--- config.mk ---
export PLATFORM = sky130hd
export DESIGN_NAME = lsge_queue
export DESIGN_NICKNAME = d
export VERILOG_FILES = /design/src/sv/lsge_pkg.sv /design/src/sv/lsge_queue.sv
export SDC_FILE = /design/constraint.sdc
export NUM_CORES = 1
export LEC_CHECK = 0
export ABC_AREA = 1
export BUFFER_PORTS_ARGS = -buffer_cell sky130_fd_sc_hd__buf_2
export CORE_ASPECT_RATIO = 2
export CORE_MARGIN = 4
export CORE_UTILIZATION = 30
export DETAILED_ROUTE_END_ITERATION = 10
export PLACE_DENSITY_LB_ADDON = 0.15
export SYNTH_ARGS = -nofsm -noshare
export SYNTH_HDL_FRONTEND = slang
export SYNTH_SLANG_ARGS = --single-unit
--- constraint.sdc ---
create_clock -name clock -period 5.59 [get_ports clock]
set_input_delay 0.559 -clock clock [delete_from_list [all_inputs] [get_ports clock]]
set_output_delay 0.559 -clock clock [all_outputs]
set_load 0.01 [all_outputs]
--- src/sv/lsge_pkg.sv ---
`default_nettype none
package lsge_pkg;

   localparam int NODES_DEFAULT = 32;
   localparam int NODE_W        = 6;    // node fields: six bits, node numbers 0 to 63
   localparam int STAMP_W       = 16;
   localparam int WINDOW_RESET  = 3;
   localparam int MAX_RESET     = 10;
   localparam int FULL_PERIOD   = 30;
   localparam int FULL_START    = 20;
   localparam int MAX_ENTRIES   = 32;

   // request op codes
   localparam logic [2:0] OP_TICK      = 3'd0;
   localparam logic [2:0] OP_RX_BEGIN  = 3'd1;
   localparam logic [2:0] OP_RX_ENTRY  = 3'd2;
   localparam logic [2:0] OP_RX_END    = 3'd3;
   localparam logic [2:0] OP_SEND      = 3'd4;

   // received array kinds
   localparam logic [7:0] MSG_FULL     = 8'd1;
   localparam logic [7:0] MSG_UPDATE   = 8'd2;

   // emitted array kinds and item kinds
   localparam logic [1:0] ARR_FULL     = 2'd1;
   localparam logic [1:0] ARR_DELTA    = 2'd2;
   localparam logic       ITEM_HEADER  = 1'b0;
   localparam logic       ITEM_ENTRY   = 1'b1;

   // configuration register indexes
   localparam logic CSR_NODE_INDEX  = 1'b0;
   localparam logic CSR_LIVE_WINDOW = 1'b1;

   typedef enum logic [2:0] {
      CMD_TICK,
      CMD_BEGIN,
      CMD_ENTRY,
      CMD_END,
      CMD_SEND
   } cmd_kind_type;

   typedef struct packed {
      cmd_kind_type         kind;
      logic [NODE_W-1:0]    sender;
      logic [NODE_W-1:0]    node;
      logic [STAMP_W-1:0]   stamp;
      logic                 flag;   // begin: update array; entry: merge into table
   } cmd_type;

endpackage
`default_nettype wire

--- src/sv/lsge_queue.sv ---
`default_nettype none
module lsge_queue (
   input  wire logic              clock,
   input  wire logic              reset,
   input  wire logic              push_valid,
   output logic                   push_ready,
   input  wire lsge_pkg::cmd_type push_data,
   output logic                   pop_valid,
   input  wire logic              pop_ready,
   output lsge_pkg::cmd_type      pop_data
);

   lsge_pkg::cmd_type entry_ff [2];
   logic       wp_ff, rp_ff;
   logic [1:0] cnt_ff;
   logic       do_push, do_pop;

   assign push_ready = cnt_ff != 2'd2;
   assign pop_valid  = cnt_ff != 2'd0;
   assign pop_data   = entry_ff[rp_ff];
   assign do_push    = push_valid && push_ready;
   assign do_pop     = pop_valid && pop_ready;

   always_ff @(posedge clock) begin
      if (do_push) begin
         entry_ff[wp_ff] <= push_data;
      end
      if (reset) begin
         wp_ff  <= 1'b0;
         rp_ff  <= 1'b0;
         cnt_ff <= 2'd0;
      end else begin
         if (do_push) wp_ff <= !wp_ff;
         if (do_pop)  rp_ff <= !rp_ff;
         cnt_ff <= 2'(cnt_ff + {1'b0, do_push} - {1'b0, do_pop});
      end
   end

endmodule
`default_nettype wire

After elaboration in Yosys (flattened, before gate mapping):

Memories as Yosys holds them, arrays and structs flattened. A register that Yosys moved wholly into a read port is not among the register bits.
Index checks and enable logic that the tools add are counted.

* eq/ne operators: 1
* muxes and demuxes: 4
* reduce and logical (&&, ||, !) cells: 5
* $add $sub $neg: 2

Operators with widths (number)
* 1-bit 2-to-1 mux: 4
* 2-bit by 1-bit adder with 2-bit output: 1
* 1-bit logical AND: 2
* 1-bit zero test: 2
* 2-bit != test (second input constant): 1
* 2-bit nonzero test: 1
* 2-bit by 1-bit subtractor with 2-bit output: 1

* input bits: 36
* memories kept: 1
* bits in writable memories: 64
* register bits after elaboration: 4
* logic and storage cells: 16
* output and inout port bits: 34

Memories
* entry_ff: depth 2, width 32, read ports 1, clocked after memory_dff 1, write ports 1, line lsge_queue.sv:13 `lsge_pkg::cmd_type entry_ff [2];`

Longest topological paths before layout:

Gate-level depths: netlist of run 1.

* depth after elaboration: 4
* gate-level depth with buffers: 11

Worst setup path before layout of run 1:

OpenSTA, ideal clock, no wires.

* path kind: input to register
* start point: input push_valid
* end point: memory entry_ff[0][0] (netlist bit) (enable)
* library setup time: 421 ps
* cell stages on the path: 2
* slack: 3162 ps
* buffers on the path: 0
* arrival time: 2007 ps
* path through: nand2_2 > nor2_1

* word-level cells in the longest chain between the ends: 3

RTL lines
* start, declared: line lsge_queue.sv:5 `input wire logic push_valid,`
* 1-bit logical AND: line lsge_queue.sv:21 `assign do_push = push_valid && push_ready;`
* 1-bit 2-to-1 mux: line lsge_queue.sv:25 `if (do_push) begin`
* 1-bit 2-to-1 mux (implied by the code): line lsge_queue.sv:26 `entry_ff[wp_ff] <= push_data;`
* end, declared: line lsge_queue.sv:13

Every way passes these cells.

==> key figures, run 1 <==
STA
  – RSZ-0062 raised after global routing: false
  – Final min period: 2.483 ns
  – Final Max Slew Viols: 0
  – Count of final hold-check violations: 0
  – Final period util: 44.42%
  – Slew @ Worst Pin: 1.095 ns
  – Setup TNS: 0 ns
  – Setup-failing EPs final: 0
  – Max Fclk: 402.8 MHz
  – Slew headroom: 27.02%
  – Final clock skew: 0.002835 ns

Clock tree
  – Post-CTS Setup Inserts: 0
  – Clock-pin slew on the worst setup and hold paths: 0.05 ns
  – Clk root buf: clkbuf_16
  – CTS tree: built
  – Cts hold-fix bufs: 0
  – Worst-Skew Late Latency: 0.32 ns
  – CTS-repair resized insts: 0
  – Num CTS Buffers: 9
  – CTS sink count: 69
  – H-tree depth: 3
  – Clock tree buffer depth: 2

Yosys
  – Synth unique cells: 17
  – Cells after Synth: 136
  – Synth Area in Compound Gates: 0.3685%
  – Sequential element share of the synthesized area: 74.44%
  – Synthesized area per cell: 19.97 um^2
  – Mapped Area: 2716 um^2
  – Largest family of logic cells by synthesized area: multiplexers
  – Warnings from Yosys: 0
  – Seq cells post-synth: 69
  – Adder-cell share of the synthesized area: 0.4606%
  – Post-synthesis mux area share: 17.41%
  – Post-Synth Simple-Gate Area: 3.270%
  – Post-synthesis xor/xnor area fraction: 0.3224%
  – Syn Nets: 173

Global route
  – Vias in the first global route: 1430
  – Antenna violations before repair: 0
  – Largest net degree at the start of global routing: 34
  – Global route overflow: 0
  – Total GRT Usage: 9.287%
  – Global-route wire length before repair: 7024 um

Critical path
  – Worst Path Max Fanout: 32
  – CP Class: flop to output pin
  – Startpoint Class: flop
  – Worst EP arrival: 1.92 ns
  – Critical path capture point type: output pin
  – Worst endpoint required time: 5.03 ns

Route
  – Post-Route WL: 4675 um
  – Vias/cell: 4.252
  – Via count: 1348
  – Initial DRC count: 61
  – Wire length per cell: 14.75 um
  – Final ANT Viol Nets: 0
  – Initial DRT Pass Iterations: 3
  – DRC: 0

Finish
  – Non-Filler Instances: 317
  – Layout cells sized above 1: 54.84%
  – Final Net Count: 249
  – Layout overhead on the synthesized area: 25.61%
  – Antenna Cells: 0
  – Layout fillers: 811

Placed design
  – Final HPWL DP: 3038 um
  – PortBufs: 69
  – Gp weighted congestion: 0.6227
  – Inst Count DP: 301

Floorplan
  – FP Rows: 48
  – Die Span Y: 142.6 um
  – Core area: 8708 um^2
  – Initial Utilization: 31.19%
  – # IOs: 70
  – Total die area: 10730 um^2
  – DIE WIDTH: 75.29 um

Power and ir drop
  – VDD IR max: 235.0 uV
  – Leakage power: 1.353 nW
  – Power density cells: 475.8 nW/um^2

Hold path
  – Min-delay worst type: primary input to flop

Outcome
  – Outcome: completed

Run
  – Max-cap check violation count: 0
==> metal layers <==
layer	part of all wire [%]	GRT usage (%)	vias up
met4	2.8	5.806	0
li1	-	-	654
met2	56	16.28	42
met1	34	8.702	643
met3	6.7	3.324	9
met5	0	0	-
==> sequential cells by signal, indices dropped and copies added (netlist names), named ones only <==
register,flops
entry_ff,64
cnt_ff,2
rp_ff,1
wp_ff,1
==> area by class of cell <==
type                    instances  area (um^2)  area share (%)
flip-flops and latches         69         2023           59.30
multi-input cells              55        605.6           17.75
repair buffers                 69        345.3           10.12
clock buffers                  10        229.0           6.711
well taps                     100        125.1           3.667
clock inverters                 6        53.80           1.577
inverters                       8        30.03          0.8801
==> metrics by stage <==
stage / area, um^2 / power, mW / hold WS (ns) / utilization [%] / setup WS [ns]
finish: 3412 / 1.623 / 0.4252 / 39.18 / 3.107
global route: 3412 / 1.708 / 0.4110 / 39.18 / 2.950
CTS: 3412 / 1.660 / 0.4081 / 39.18 / 3.024
detailed placement: 3129 / 1.118 / 0.4965 / 35.93 / 3.384
global placement: 3129 / 1.116 / 0.4804 / 35.93 / 3.365
floorplan: 2716 / 1.003 / 0.4669 / - / 3.162
==> where the power goes <==
part           internal (mW)  total, mW  switching (mW)
clock                  0.339      0.532           0.193
sequential             0.659      0.720          0.0614
combinational          0.199      0.371           0.171
==> placed cells by master, fill, tap and decap left out <==
cell and count:
a21oi_1 2, buf_2 69, bufinv_16 1, clkbuf_1 1, clkbuf_16 9, clkinv_1 3, clkinv_2 1, clkinvlp_4 1
dfxtp_1 4, dfxtp_2 1, edfxtp_1 64, ha_1 1, inv_1 8, mux2_2 2, mux2_4 30, nand2_1 6
nand2_2 2, nand3_1 1, nor2_1 6, nor2_4 3, nor3_1 1, xnor2_1 1
==> synthesized netlist by cell type <==
cell type,n,area share (%)
a21oi_1,2,0.37
buf_12,3,2.2
buf_6,1,0.41
dfxtp_1,5,3.7
edfxtp_1,64,71
ha_1,1,0.46
inv_1,8,1.1
mux2_2,2,0.83
mux2_4,30,17
nand2_1,6,0.83
nand2_2,2,0.46
nand3_1,1,0.18
nor2_1,7,0.97
nor2_2,1,0.23
nor2_4,1,0.41
nor3_1,1,0.18
xnor2_1,1,0.32
==> cell families after synthesis <==
family	Yosys count
AO/OA/AOI/OAI	2
XOR/XNOR	1
adder cells (fa/ha/maj)	1
buffers and inverters	12
flip-flops	69
multiplexers	32
AND/OR/NAND/NOR	19
==> worst max-delay path: stages, from the launching register on <==
cell and delay [ns]:
dfxtp_2 1.05, mux2_2 0.41, buf_2 0.14
==> path summary, 6_finish.rpt <==
check / start / endpoint / slack [ns] / cells after the start
setup / recovery: flop / pop_data[31] / 3.11 / 2
hold / removal: push_data[0] / entry_ff[1][0]$_DFFE_PP_ / 0.43 / 1
setup reg to reg: cnt_ff[0]$_SDFF_PP0_ / entry_ff[0][6]$_DFFE_PP_ / 3.82 / 4
hold reg to reg: rp_ff$_SDFFE_PP0P_ / rp_ff$_SDFFE_PP0P_ / 0.51 / 2
(Power assumes the default switching activity.)
==> inputs of run 2 (changes only) <==
--- a/config.mk
+++ b/config.mk
@@ -5,7 +5,7 @@
 export SDC_FILE = /design/constraint.sdc
 export NUM_CORES = 1
 export LEC_CHECK = 0
-export ABC_AREA = 1
+export ABC_AREA = 0
 export BUFFER_PORTS_ARGS = -buffer_cell sky130_fd_sc_hd__buf_2
 export CORE_ASPECT_RATIO = 2
 export CORE_MARGIN = 4
==> constraint.sdc (replaced) <==
create_clock -name clock -period 2.2 [get_ports clock]
set_input_delay 0.22 -clock clock [delete_from_list [all_inputs] [get_ports clock]]
set_output_delay 0.22 -clock clock [all_outputs]
set_load 0.01 [all_outputs]
==> run 2 against run 1 <==
Compared with the run above: final cell count is 1.9% lower; core utilization grew 1.4 points; count of clock-buffer cells in the layout down 1; via count grew 3.0%; final area is 1.4% lower; total power grew 130%; clock power increased to 2.7 times the previous value; synthesized area fell by 5.7%; synthesized cell count fell by 5.1%; die area decreased by 5.2%; sequential share of layout area is 0.82 points higher; sequential cell count stayed put; critical path type unchanged; critical endpoint is now pop_data[9]; largest power group unchanged; highest routed layer unchanged.
==> key figures, run 2 <==
Floorplan
  – DIE WIDTH: 73.35 um
  – Total die area: 10170 um^2
  – Die Span Y: 138.7 um
  – # IOs: 70
  – Core area: 8292 um^2
  – FP Rows: 47
  – Initial Utilization: 30.90%

Yosys
  – Number of flops mapped to enable cells by yosys: 64
  – Top_reg_cell synth: edfxtp_1
  – Seq cells post-synth: 69
  – Most frequent cells after synthesis: 64 x edfxtp_1, 30 x mux2_1, 5 x dfxtp_1
  – Synthesized area per cell: 19.86 um^2
  – Mapped Area: 2562 um^2
  – Largest area contributor in the netlist: edfxtp_1
  – FFs w/ async S/R, synth: 0%
  – Top cells by area, synth: edfxtp_1 75%, mux2_1 13%, dfxtp_1 3.9%
  – Warnings from Yosys: 0
  – Cells after Synth: 129
  – Synth top area share: 75.00%
  – Sequential element share of the synthesized area: 78.91%
  – Synth unique cells: 24
  – Most common cell in the netlist: edfxtp_1
  – Syn Nets: 166

Global route
  – Vias in the first global route: 1503
  – Largest net degree at the start of global routing: 33
  – Global route overflow: 0
  – Total GRT Usage: 10.45%
  – Global-route wire length before repair: 7686 um
  – Antenna violations before repair: 0

Route
  – Wire length per cell: 15.65 um
  – Initial DRC count: 80
  – Vias/cell: 4.463
  – Via count: 1388
  – Initial DRT Pass Iterations: 3
  – DRC: 0
  – Post-Route WL: 4868 um
  – Final ANT Viol Nets: 0

STA
  – Count of final hold-check violations: 0
  – Worst Setup Slack, final: 0.4151 ns
  – Final period util: 81.13%
  – Final min period: 1.785 ns
  – RSZ-0062 raised after global routing: false
  – Max Fclk: 560.3 MHz
  – Slew headroom: 69.30%
  – Setup-failing EPs final: 0
  – Setup TNS: 0 ns
  – Slew @ Worst Pin: 0.4605 ns
  – Final clock skew: 0.002412 ns
  – Final Max Slew Viols: 0

Clock tree
  – Num CTS Buffers: 9
  – Clock tree buffer depth: 2
  – Post-CTS Setup Inserts: 0
  – Worst-Skew Late Latency: 0.32 ns
  – CTS sink count: 69
  – Clk root buf: clkbuf_16
  – Clock-pin slew on the worst setup and hold paths: 0.05 ns
  – H-tree depth: 3
  – Cts hold-fix bufs: 0
  – CTS-repair resized insts: 0
  – CTS tree: built

Critical path
  – Top delay family on crit path: flip-flops
  – Startpoint Class: flop
  – Worst path cell trace: buf_12 > mux2_1 > buf_2
  – Worst endpoint required time: 1.98 ns
  – Worst Path Max Fanout: 22
  – CP Class: flop to output pin
  – CP max-delay cell: dfxtp_2
  – Worst EP arrival: 1.56 ns
  – Crit path buf inv count: 2
  – Critical Path Max Stage Delay: 0.51 ns
  – Critical path capture point type: output pin

Power and ir drop
  – P_sw: 901.4 uW
  – VDD IR max: 485.2 uV
  – Comb power frac: 17.5%
  – Sequential share of power: 43.9%
  – Power density cells: 1125 nW/um^2
  – Internal power: 2.884 mW
  – Leakage power: 1.283 nW
  – Sw Share: 23.81%
  – Clock network fraction of total power: 38.6%

Finish
  – Commonest non-fill, non-tap cell in the layout: buf_2
  – Most frequent cells in the layout: 69 x buf_2, 64 x edfxtp_1, 30 x mux2_1
  – Antenna Cells: 0
  – Layout fillers: 768
  – Final Net Count: 245
  – Largest Register: entry_ff
  – Largest register FFs: 64
  – Largest regs: entry_ff x64, cnt_ff x2
  – Layout overhead on the synthesized area: 31.35%
  – Layout cells sized above 1: 42.25%

Placed design
  – Post-place setup slack: 0.6124 ns
  – Final HPWL DP: 3353 um
  – Gp weighted congestion: 0.6430
  – PortBufs: 69

Hold path
  – Min-delay worst type: primary input to flop

Outcome
  – Outcome: completed

Run
  – Max-cap check violation count: 0
-- run 2: changes by cell type in the layout (fill, tap and decap cells not counted), moves of 2 or more --
cell and delta:
nand2_2 -2, mux2_1 +30, buf_12 +2, nor2_1 -2, nor2b_1 +2, nand2_1 -6
inv_1 -7, nor2_4 -3, mux2_4 -30
-- run 2: layer usage --
layer	track usage [%]	vias to the layer above	wire, um	share of wire [%]
met3	4.717	8	306	6.3
met1	9.769	674	1731	36
li1	-	660	-	-
met5	0	-	0	0
met4	5.444	0	123	2.5
met2	18.28	46	2706	56
-- run 2: final timing paths --
path                   startpoint                        end  slack [ns]  cells after the start
max                          flop                pop_data[9]        0.42                      3
min                 push_data[30]  entry_ff[0][30]$_DFFE_PP_        0.08                      1
max reg2reg  cnt_ff[1]$_SDFF_PP0_       cnt_ff[1]$_SDFF_PP0_        0.63                      6
min reg2reg    rp_ff$_SDFFE_PP0P_         rp_ff$_SDFFE_PP0P_        0.52                      2
-- run 2: kinds of logic (layout without fill, tap and decap cells) --
| family | after synthesis | count (layout) | synth area share, % |
|---|---|---|---|
| flops | 69 | 69 | 78.91 |
| mux | 32 | 32 | 14.06 |
| simple gates | 15 | 15 | 3.565 |
| compound gates | 6 | 6 | 1.709 |
| buf+inv | 5 | 89 | 0.9276 |
| fa+ha+maj | 1 | 1 | 0.4882 |
| xor+xnor | 1 | 1 | 0.3419 |
-- run 2: area by class of cell --
cell class	instances	area, um^2	area share, %
repair buffers	72	392.9	11.67
inverters	1	3.754	0.1115
flip-flops and latches	69	2023	60.11
well taps	98	122.6	3.643
multi-input cells	55	518.0	15.39
clock buffers	9	225.2	6.691
clock inverters	7	80.08	2.379
-- run 2: power by group through the flow --
| stage | sequential [mW] | clock [mW] | combinational [mW] |
|---|---|---|---|
| 2_1_floorplan | 1.65 | 0 | 0.413 |
| 3_3_place_gp | 1.69 | 0 | 0.691 |
| 3_5_place_dp | 1.69 | 0 | 0.686 |
| 4_1_cts | 1.67 | 1.50 | 0.690 |
| 5_1_grt | 1.68 | 1.55 | 0.733 |
| 6_report | 1.66 | 1.46 | 0.663 |
-- run 2: worst register-to-register path, delay by kind of cell (launching register included) --
| kind | cells | cell delay [ns] |
|---|---|---|
| simple gates | 4 | 0.69 |
| fa+ha+maj | 1 | 0.19 |
| compound gates | 1 | 0.16 |
| flops | 1 | 0.41 |
-- run 2: through the flow --
| step | instances | power (mW) | hold slack, ns | instance area [um^2] | utilization, % |
|---|---|---|---|---|---|
| 3_5_place_dp | 295 | 2.378 | 0.4116 | 3060 | 36.91 |
| 2_1_floorplan | 129 | 2.067 | 0.2891 | 2562 | - |
| 4_1_cts | 311 | 3.858 | 0.06149 | 3366 | 40.59 |
| 3_3_place_gp | 295 | 2.378 | 0.4085 | 3060 | 36.91 |
| 6_report | 311 | 3.785 | 0.08048 | 3366 | 40.59 |
| 5_1_grt | 311 | 3.965 | 0.06487 | 3366 | 40.59 |
