$ cat src/sv/lsge_pkg.sv
`default_nettype none
package lsge_pkg;

   localparam int NODES_DEFAULT = 32;
   localparam int NODE_W        = 6;    // node fields: six bits, node numbers 0 to 63
   localparam int STAMP_W       = 16;
   localparam int WINDOW_RESET  = 3;
   localparam int MAX_RESET     = 10;
   localparam int FULL_PERIOD   = 30;
   localparam int FULL_START    = 20;
   localparam int MAX_ENTRIES   = 32;

   // request op codes
   localparam logic [2:0] OP_TICK      = 3'd0;
   localparam logic [2:0] OP_RX_BEGIN  = 3'd1;
   localparam logic [2:0] OP_RX_ENTRY  = 3'd2;
   localparam logic [2:0] OP_RX_END    = 3'd3;
   localparam logic [2:0] OP_SEND      = 3'd4;

   // received array kinds
   localparam logic [7:0] MSG_FULL     = 8'd1;
   localparam logic [7:0] MSG_UPDATE   = 8'd2;

   // emitted array kinds and item kinds
   localparam logic [1:0] ARR_FULL     = 2'd1;
   localparam logic [1:0] ARR_DELTA    = 2'd2;
   localparam logic       ITEM_HEADER  = 1'b0;
   localparam logic       ITEM_ENTRY   = 1'b1;

   // configuration register indexes
   localparam logic CSR_NODE_INDEX  = 1'b0;
   localparam logic CSR_LIVE_WINDOW = 1'b1;

   typedef enum logic [2:0] {
      CMD_TICK,
      CMD_BEGIN,
      CMD_ENTRY,
      CMD_END,
      CMD_SEND
   } cmd_kind_type;

   typedef struct packed {
      cmd_kind_type         kind;
      logic [NODE_W-1:0]    sender;
      logic [NODE_W-1:0]    node;
      logic [STAMP_W-1:0]   stamp;
      logic                 flag;   // begin: update array; entry: merge into table
   } cmd_type;

endpackage
`default_nettype wire

$ cat src/sv/lsge_if.sv
`default_nettype none
interface lsge_req_if;
   logic        valid;
   logic        ready;
   logic [2:0]  op;
   logic [4:0]  sender;
   logic [15:0] main_stamp;
   logic [7:0]  msg_kind;
   logic [7:0]  entry_node;
   logic [7:0]  entry_offset;

   modport source (output valid, op, sender, main_stamp, msg_kind, entry_node, entry_offset,
                   input ready);
   modport sink   (input valid, op, sender, main_stamp, msg_kind, entry_node, entry_offset,
                   output ready);
endinterface

`default_nettype wire

$ cat src/sv/lsge_front.sv
`default_nettype none
module lsge_front #(
   parameter int NODES = lsge_pkg::NODES_DEFAULT
) (
   input  wire logic            clock,
   input  wire logic            reset,
   input  wire logic            clearing,
   lsge_req_if.sink             req,
   output logic                 cmd_valid,
   input  wire logic            cmd_ready,
   output lsge_pkg::cmd_type    cmd
);

   logic [4:0]  rx_sender_ff, rx_sender_in;
   logic [15:0] rx_stamp_ff,  rx_stamp_in;
   logic [7:0]  rx_kind_ff,   rx_kind_in;
   logic        accept;
   logic        need;
   logic        rx_ok;

   assign req.ready = cmd_ready && !clearing;
   assign accept    = req.valid && req.ready;
   assign cmd_valid = accept && need;
   assign rx_ok     = {2'b00, rx_sender_ff} < 7'(NODES);

   always_comb begin
      rx_sender_in = rx_sender_ff;
      rx_stamp_in  = rx_stamp_ff;
      rx_kind_in   = rx_kind_ff;
      need         = 1'b0;
      cmd.kind     = lsge_pkg::CMD_TICK;
      cmd.sender   = lsge_pkg::NODE_W'(rx_sender_ff);
      cmd.node     = lsge_pkg::NODE_W'(req.entry_node[5:0]);
      cmd.stamp    = 16'(rx_stamp_ff - {8'd0, req.entry_offset});
      cmd.flag     = 1'b0;
      case (req.op)
         lsge_pkg::OP_TICK: begin
            need = 1'b1;
         end
         lsge_pkg::OP_RX_BEGIN: begin
            if (accept) begin
               rx_sender_in = req.sender;
               rx_stamp_in  = req.main_stamp;
               rx_kind_in   = req.msg_kind;
            end
            need       = {2'b00, req.sender} < 7'(NODES);
            cmd.kind   = lsge_pkg::CMD_BEGIN;
            cmd.sender = lsge_pkg::NODE_W'(req.sender);
            cmd.stamp  = req.main_stamp;
            cmd.flag   = req.msg_kind == lsge_pkg::MSG_UPDATE;
         end
         lsge_pkg::OP_RX_ENTRY: begin
            need     = rx_ok && (req.entry_node < 8'(NODES))
                       && (rx_kind_ff == lsge_pkg::MSG_FULL
                           || rx_kind_ff == lsge_pkg::MSG_UPDATE);
            cmd.kind = lsge_pkg::CMD_ENTRY;
            cmd.flag = rx_kind_ff == lsge_pkg::MSG_FULL;
         end
         lsge_pkg::OP_RX_END: begin
            need     = rx_ok && rx_kind_ff == lsge_pkg::MSG_UPDATE;
            cmd.kind = lsge_pkg::CMD_END;
         end
         lsge_pkg::OP_SEND: begin
            need     = 1'b1;
            cmd.kind = lsge_pkg::CMD_SEND;
         end
         default: begin
            need = 1'b0;
         end
      endcase
   end

   always_ff @(posedge clock) begin
      if (reset) begin
         rx_sender_ff <= '0;
         rx_stamp_ff  <= '0;
         rx_kind_ff   <= '0;
      end else begin
         rx_sender_ff <= rx_sender_in;
         rx_stamp_ff  <= rx_stamp_in;
         rx_kind_ff   <= rx_kind_in;
      end
   end

endmodule
`default_nettype wire

$ cat src/flat_wrapper.sv
// flat-port wrapper written by rule: the top's interface ports become plain ports
module lsge_front_flat 
#(
   parameter int NODES = lsge_pkg::NODES_DEFAULT
)
  (clock, reset, clearing, cmd_valid, cmd_ready, cmd, req_valid, req_op, req_sender, req_main_stamp, req_msg_kind, req_entry_node, req_entry_offset, req_ready);
  lsge_req_if req_i ();
  input  wire logic clock;
  input  wire logic reset;
  input  wire logic clearing;
  output logic cmd_valid;
  input  wire logic cmd_ready;
  output lsge_pkg::cmd_type cmd;
  input wire logic [$bits(req_i.valid)-1:0] req_valid;
  input wire logic [$bits(req_i.op)-1:0] req_op;
  input wire logic [$bits(req_i.sender)-1:0] req_sender;
  input wire logic [$bits(req_i.main_stamp)-1:0] req_main_stamp;
  input wire logic [$bits(req_i.msg_kind)-1:0] req_msg_kind;
  input wire logic [$bits(req_i.entry_node)-1:0] req_entry_node;
  input wire logic [$bits(req_i.entry_offset)-1:0] req_entry_offset;
  output wire logic [$bits(req_i.ready)-1:0] req_ready;
  assign req_i.valid = req_valid;
  assign req_i.op = req_op;
  assign req_i.sender = req_sender;
  assign req_i.main_stamp = req_main_stamp;
  assign req_i.msg_kind = req_msg_kind;
  assign req_i.entry_node = req_entry_node;
  assign req_i.entry_offset = req_entry_offset;
  assign req_ready = req_i.ready;
  lsge_front #(.NODES(NODES)) u_core (.clock(clock), .reset(reset), .clearing(clearing), .req(req_i), .cmd_valid(cmd_valid), .cmd_ready(cmd_ready), .cmd(cmd));
endmodule
$ cat config.mk
export PLATFORM = sky130hd
export DESIGN_NAME = lsge_front_flat
export DESIGN_NICKNAME = d
export VERILOG_FILES = /design/src/sv/lsge_pkg.sv /design/src/sv/lsge_if.sv /design/src/sv/lsge_front.sv /design/src/flat_wrapper.sv
export SDC_FILE = /design/constraint.sdc
export NUM_CORES = 1
export LEC_CHECK = 0
export CAP_MARGIN = 20
export CORE_AREA = 2 2 62 87
export CTS_CLUSTER_DIAMETER = 200
export DETAILED_ROUTE_END_ITERATION = 12
export DIE_AREA = 0 0 64 89
export DONT_BUFFER_PORTS = 1
export HOLD_SLACK_MARGIN = 0.05
export PLACE_DENSITY = 0.58
export SLEW_MARGIN = 10
export SYNTH_ARGS = -nofsm -noshare
export SYNTH_HDL_FRONTEND = slang
export SYNTH_SLANG_ARGS = --single-unit
$ cat constraint.sdc
create_clock -name clock -period 4.4 [get_ports clock]
set_input_delay 0.88 -clock clock [delete_from_list [all_inputs] [get_ports clock]]
set_output_delay 0.88 -clock clock [all_outputs]
set_load 0.01 [all_outputs]
Word-level counts from Yosys, hierarchy flattened:

Cells that the tools add are included.

* register bits: 29
* word-level logic and storage cells: 26

* $add $sub $neg: 1
* $lt $le $gt $ge: 1
* eq/ne operators: 7
* multiplexer cells: 5
* reduce and logical (&&, ||, !) cells: 9

Operator list (number)
* 8-bit by 2-bit == test with 1-bit output, second input constant: 2
* 16-bit 2-to-1 mux: 1
* 16-bit by 8-bit subtractor with 16-bit output: 1
* 3-bit one-hot mux with 4 select lines: 1
* 8-bit by 1-bit == test with 1-bit output, second input constant: 1
* 8-bit by 6-bit less-than comparator with 1-bit output, second input constant: 1
* 3-bit by 2-bit == test with 1-bit output, second input constant: 2
* 5-bit 2-to-1 mux: 1
* 1-bit logical AND: 4
* 3-bit by 1-bit == test with 1-bit output, second input constant: 1
* 3-bit == test, second input constant: 1
* 3-bit zero test: 1
* 1-bit one-hot mux with 3 select lines: 1
* 3-bit OR reduction: 1
* 1-bit one-hot mux with 2 select lines: 1
* 2-bit AND reduction: 1
* 1-bit zero test: 1
* 1-bit logical OR: 1

Depth between registers and ports, before layout:

Gate-level depths: netlist (run 1).

* depth after elaboration: 5
* gate-level depth with buffers: 9
* depth with buffers taken out: 9

Worst setup path after synthesis (run 1):

Ideal clock, no wire load.

* path kind: input port to output port
* start: in req_entry_offset[0]
* end: out cmd[11] (netlist name)
* arrival time: 2.513 ns
* slack: 1.007 ns
* stages on the path: 8
* path through: ha_1 fa_1 nor2b_1 o2111ai_1 a32oi_1 nor3_1 xnor2_1 o21ai_1

RTL lines
* from (decl): line flat_wrapper.sv:20 `input wire logic [$bits(req_i.entry_offset)-1:0] req_entry_offset;`
* to (decl): line flat_wrapper.sv:13 `output lsge_pkg::cmd_type cmd;`

==> results.md, run 1 <==
* Post-synth EDFFs at 0
* Ys async rst share at 0%
* Top-count cell post-synth: nand2_1
* Post-synthesis average cell area at slightly below 7 µm²
* Post-CTS Setup Bufs at 0
* Number of cell rows at 30
* Root Buffer: clkbuf_8
* Worst hold slack at 450 ps
* Final period utilization at between 80% and 90%
* Crit-path max FO at 4
* Slew HR at between 30% and 40%
* # setup viols final at 0
* Port bufs at 0
* Max-slew violations at 0
* Cts bufs inserted at 5
* CTS Sinks at 29
* Post-synth top area share at 30.7%
* Worst path required time at 3520 ps
* Post-synth top area cell: dfxtp_1
* Clock tree buffer depth at 2
* Antenna Cells at 0
* CP delay by family, top: compound AO/OA/AOI/OAI gates
* Crit path kind: in -> out
* Unrepaired setup endpoints after global routing: no
* DP HPWL at 3.35 mm
* TritonCTS clock tree: yes
* R2r setup slk at 3700 ps
* Setup TNS at 0 ps
* #FFs+latches synth at 29
* WL/cell at around 13 µm
* Proportion of layout cells with a drive suffix above 1 at 6.34%
* Post-synthesis sequential area ratio at approximately 31%
* Layout Skew at 0 ps
* Worst-path clk slew at about 70 ps
* Setup crit start kind: input port
* CP peak stage delay at 500 ps
* Post-synthesis net count at 340
* Cts repair resizes at 0
* 1st-pass router iterations at 4
* Tmin final at 3690 ps
* Routed Antenna Nets at 0
* Nets at 329
* Routability Congestion at roughly 0.80
* Area growth from synthesis to layout at 4.70%
* Synthesized area at 1890 µm²
* Initial antenna violation count at 0
* Initial Util at 39.0%
* Critical Path Slowest Stage Cell: a32oi_1
* Hold Path Class: reg -> reg
* Top post-synthesis cells by area: dfxtp_1 (31%), nand2_1 (17%), a21oi_1 (11%), ha_1 (5.3%), nor2_1 (3.4%)
* Pleak at about 0.74 nW
* Ports at 87
* Hold Vio Cnt, Final at 0
* Crit path cell chain: ha_1 > fa_1 > nor2b_1 > o2111ai_1 > a32oi_1 > nor3_1 > xnor2_1 > o21ai_1
* Netlist cell types at 35
* Status: finished clean
* Cells after DPL at 324
* First-pass GRT wire length at 7.09 mm
* Fmax at 271 MHz
* Die area at 5700 µm²
* Ys flop type: dfxtp_1
* Number of global-route vias before repair at 1618
* Initial drt markers at 35
* Die X at approximately 64 µm
* Routed vias at 1736
* # hold bufs at CTS at 0
* Yosys warns at 0
* Gr usage total at between 10% and 20%
* Core area at roughly 4800 µm²
* Critical Path AT at between 2000 and 3000 ps
* Die Y at 89 µm
* Max-Cap Viols at 0
* Vias/cell at 5.23
* Finished Layout Cells at 332
* Most instantiated cells after synthesis: nand2_1 (84), a21oi_1 (41), dfxtp_1 (29)
* Pin count of the biggest net entering global routing at 30
* Power Density at 277 nW/µm²
* Maximum vdd drop at 0.178 mV
* Worst Max-Slew Pin Slew at approximately 980 ps
* DR DRC count at 0
* Worst-Skew Late Latency at 280 ps
* Fin util at 40.9%
* Routed wire length at ~4.5 mm
* Bufs and invs on worst path at 0
* Grt ovf at 0
* H-Tree Depth at 2
* Gate Count Post-Synth at 278
* Crit. End Element: output pin
registers in the layout, summed over array words and instances, names as in the netlist:
register	count
u_core.rx_stamp_ff	16
u_core.rx_kind_ff	8
u_core.rx_sender_ff	5
cell type report:
| class | count | area [µm²] |
|---|---|---|
| Fill cell | 525 | 2860 |
| Multi-Input combinational cell | 218 | 1170 |
| Sequential cell | 29 | 581 |
| Tap cell | 64 | 80.1 |
| Clock buffer | 5 | 68.8 |
| Inverter | 10 | 37.5 |
| Clock inverter | 3 | 22.5 |
| Timing Repair Buffer | 3 | 22.5 |
layout by cell type (no fill, tap or decap), types with 2 or more instances in the layout:
| cell | count |
|---|---|
| nand2_1 | 84 |
| a21oi_1 | 41 |
| dfxtp_1 | 29 |
| nor2b_1 | 7 |
| clkinvlp_4 | 3 |
| nor3_1 | 3 |
| o2111ai_1 | 2 |
| ha_1 | 8 |
| xnor2_1 | 7 |
| nor4_1 | 2 |
| nand2b_1 | 3 |
| o21ai_0 | 4 |
| nor2_2 | 2 |
| xor2_1 | 7 |
| clkbuf_8 | 5 |
| nand3_1 | 8 |
| o21ai_1 | 8 |
| inv_1 | 10 |
| buf_4 | 3 |
| nor3b_1 | 2 |
| nor2_1 | 16 |
worst reg2reg max path, cell delays in order (launching register included):
cell and delay [ps]:
dfxtp_1 440, nand2_1 70, a21oi_1 130
per-stage QoR:
stage	total power [mW]	area, µm²	setup WS (ps)
3_5_place_dp	0.333	1890	685
5_1_grt	0.571	1980	530
3_3_place_gp	0.333	1890	673
6_report	0.549	1980	708
4_1_cts	0.558	1980	686
2_1_floorplan	0.333	1890	1010
power by group:
part	internal [mW]	switching, mW	total, mW
Sequential	0.264	0.00130	0.266
Combinational	0.0221	0.0385	0.0606
Clock	0.111	0.112	0.223
Total	0.397	0.152	0.549
metal layers:
layer | up-vias | track usage, % | wire length (µm)
met5 | - | 0 | 0
li1 | 888 | - | -
met2 | 49 | 31.2 | 2390
met4 | 0 | 7.71 | 40
met3 | 6 | 4.28 | 246
met1 | 793 | 15.8 | 1800
path summary, 6_finish.rpt:
kind | from | end | cells past startpoint
worst max-delay path | req_entry_offset[0] | cmd[11] | 8
worst min register to register | u_core.rx_kind_ff[3]$_SDFFE_PP0P_ | u_core.rx_kind_ff[3]$_SDFFE_PP0P_ | 2
worst min-delay path | u_core.rx_kind_ff[3]$_SDFFE_PP0P_ | u_core.rx_kind_ff[3]$_SDFFE_PP0P_ | 2
worst max register to register | u_core.rx_stamp_ff[8]$_SDFFE_PP0P_ | u_core.rx_stamp_ff[8]$_SDFFE_PP0P_ | 2
logic make-up after synthesis:
family | synth area share (%)
DFF | 30.7
other | 0.198
AOI/OAI and AO/OA | 17.5
buffers and inverters | 7.68
xor gates and xnor gates | 6.49
adders and majority gates | 6.36
and+or+nand+nor | 31.1
Power figures use the tool's default switching activity.
==> run 2: changes to the inputs <==
clock period = 3.6 ns   (was 4.4 ns; I/O delays follow)
==> results.md, run 2 (synthesis gave the netlist of run 1 again) <==
* M1 WL at 1.92 mm (+6.4%)
* Area growth from synthesis to layout at 6.03%
* Post-route cell area at 2000 µm² (+1.3%)
* Nets at 331 (+0.61%)
* Root Buffer: clkbuf_8
* DR DRC count at 0 (unchanged)
* Filler cell count at 515 (-1.9%)
* TritonCTS clock tree: yes
* Die X at 64 µm (unchanged)
* Largest Register: u_core.rx_stamp_ff
* CTS Sinks at 29 (unchanged)
* Crit path kind: in -> out
* Layout Skew at 0 ps (unchanged)
* WL/cell at 13.8 µm (+2.0%)
* Number of cell rows at 30 (unchanged)
* Commonest non-fill, non-tap cell in the layout: nand2_1
* H-Tree Depth at 2 (unchanged)
* Pint at 0.523 mW (+32%)
* Hold Vio Cnt, Final at 0 (unchanged)
* Gr usage total at 16.4% (+0.29 points)
* Fmax at between 300 and 400 MHz
* Routed wire length at 4.60 mm (+2.6%)
* 1st-pass router iterations at 4 (unchanged)
* # hold bufs at CTS at 0 (unchanged)
* CP peak stage delay at 410 ps (-90 ps)
* Final period utilization at 88.7%
* Placed cell areas at 1900 µm² (+0.80%)
* Most frequent cells in the layout: nand2_1 (84), a21oi_1 (41), dfxtp_1 (29)
* Routability Congestion at 0.797 (-0.82%)
* Ports at 87 (unchanged)
* Hold Path Class: reg -> reg
* Combinational power share at 10.7% (-0.3 points)
* Pin count of the biggest net entering global routing at 30 (unchanged)
* Clock tree buffer depth at 2 (unchanged)
* Post-CTS Setup Bufs at 0 (unchanged)
* Routed vias at 1745 (+0.52%)
* Initial drt markers at 48 (+37%)
* Maximum vdd drop at 0.185 mV (+4.1%)
* Crit-path max FO at 4 (unchanged)
* Cts bufs inserted at 5 (unchanged)
* Largest regs: u_core.rx_stamp_ff: 16 flops, u_core.rx_kind_ff: 8 flops, u_core.rx_sender_ff: 5 flops
* DP HPWL at 3.39 mm (+1.4%)
* Max-slew violations at 0 (unchanged)
* Antenna Cells at 0 (unchanged)
* Sequential cell area at 581 µm² (unchanged)
* Clock network power share at 42.9% (+2.4 points)
* Pleak at 0.772 nW (+3.7%)
* Initial Util at 39.0% (unchanged)
* WL met2 at 2.43 mm (+1.6%)
* Grt ovf at 0 (unchanged)
* Worst hold slack at 449 ps (-0.918 ps)
* Number of global-route vias before repair at 1704 (+5.3%)
* First-pass GRT wire length at 7.31 mm (+3.0%)
* DP Worst Slack at 391 ps (-294 ps)
* Area taken by multi-input logic gates at 1170 µm² (unchanged)
* Worst path required time at 2880 ps (-640 ps)
* Vias/cell at 5.22 (about the same)
* Crit path cell chain: ha_1 > fa_1 > nor2b_1 > o2111ai_1 > a32oi_1 > buf_4 > nor3_1 > xnor2_1 > o21ai_1
* Status: finished clean
* Sequential power share at 46.4% (-2.0 points)
* Critical Path Slowest Stage Cell: fa_1
* Setup TNS at 0 ps (unchanged)
* Sw Ratio at 25.2% (-2.4 points)
* Worst-path clk slew at 70 ps (about the same)
* Proportion of layout cells with a drive suffix above 1 at 7.04% (+0.69 points)
* Routed Antenna Nets at 0 (unchanged)
* Max reg flops at 16 (unchanged)
* Core area at 4840 µm² (unchanged)
* # setup viols final at 0 (unchanged)
* Port bufs at 0 (unchanged)
* Crit. End Element: output pin
* Met3 wire len at 217 µm (-12%)
* Die area at 5700 µm² (unchanged)
* Max-Cap Viols at 0 (unchanged)
* Die Y at 89 µm (unchanged)
* Switch Pwr at 0.176 mW (+16%)
* Worst-Skew Late Latency at 270 ps (about the same)
* Tmin final at 3190 ps
* Final WS setup at 408 ps (-300 ps)
* Setup crit start kind: input port
* Power Density at 349 nW/µm² (+26%)
* Unrepaired setup endpoints after global routing: no
* Cts repair resizes at 0 (unchanged)
* DR top layer: met4
* Critical Path AT at 2470 ps (-340 ps)
* Initial antenna violation count at 0 (unchanged)
run 2: cell count changes in the layout (fill, tap and decap cells not counted), sizes merged:
cell      delta
clkinv       +1
clkinvlp     -3
buf          +2
clkbuf       +2
run 2: per-layer routing:
metal  up-vias  global-route usage, %
met5         -                      0
met2        44                   31.6
met4         0                   6.32
li1        891                      -
met3         2                   3.53
met1       808                   17.2
run 2: per-stage QoR:
step	power [mW]	utilization (%)	std cells
6_report	0.700	41.4	334
5_1_grt	0.732	41.4	334
4_1_cts	0.710	41.4	334
2_1_floorplan	0.407	-	278
3_3_place_gp	0.407	39.3	326
3_5_place_dp	0.408	39.3	326
run 2: critical path, delay by kind of cell:
kind            cells  cell delay, ps
xor+xnor            1             140
buf+inv             1             170
compound gates      3             600
fa+ha+maj           2             610
simple gates        2             230
run 2: layout make-up:
class	count	share of cell area, %
clock inverters	1	0.250
repair buffers	5	1.87
multi-input cells	218	58.2
well taps	64	4.00
clock buffers	7	4.81
inverters	10	1.87
flip-flops and latches	29	29.0
run 2: worst paths after layout:
path              cells past startpoint                            endpoint                          startpoint  slack (ps)
hold / removal                        2  u_core.rx_stamp_ff[0]$_SDFFE_PP0P_  u_core.rx_stamp_ff[0]$_SDFFE_PP0P_         450
hold reg to reg                       2  u_core.rx_stamp_ff[0]$_SDFFE_PP0P_  u_core.rx_stamp_ff[0]$_SDFFE_PP0P_         450
setup reg to reg                      2  u_core.rx_stamp_ff[8]$_SDFFE_PP0P_  u_core.rx_stamp_ff[8]$_SDFFE_PP0P_        2890
setup / recovery                      9                             cmd[11]                 req_entry_offset[0]         410
run 2: power by group through the flow:
stage	Sequential [mW]	Combinational, mW	Clock (mW)
after floorplan	0.332	0.0752	0
after global placement	0.332	0.0755	0
after detailed placement	0.332	0.0759	0
after CTS	0.325	0.0763	0.309
after global routing	0.325	0.0835	0.324
final	0.325	0.0751	0.300
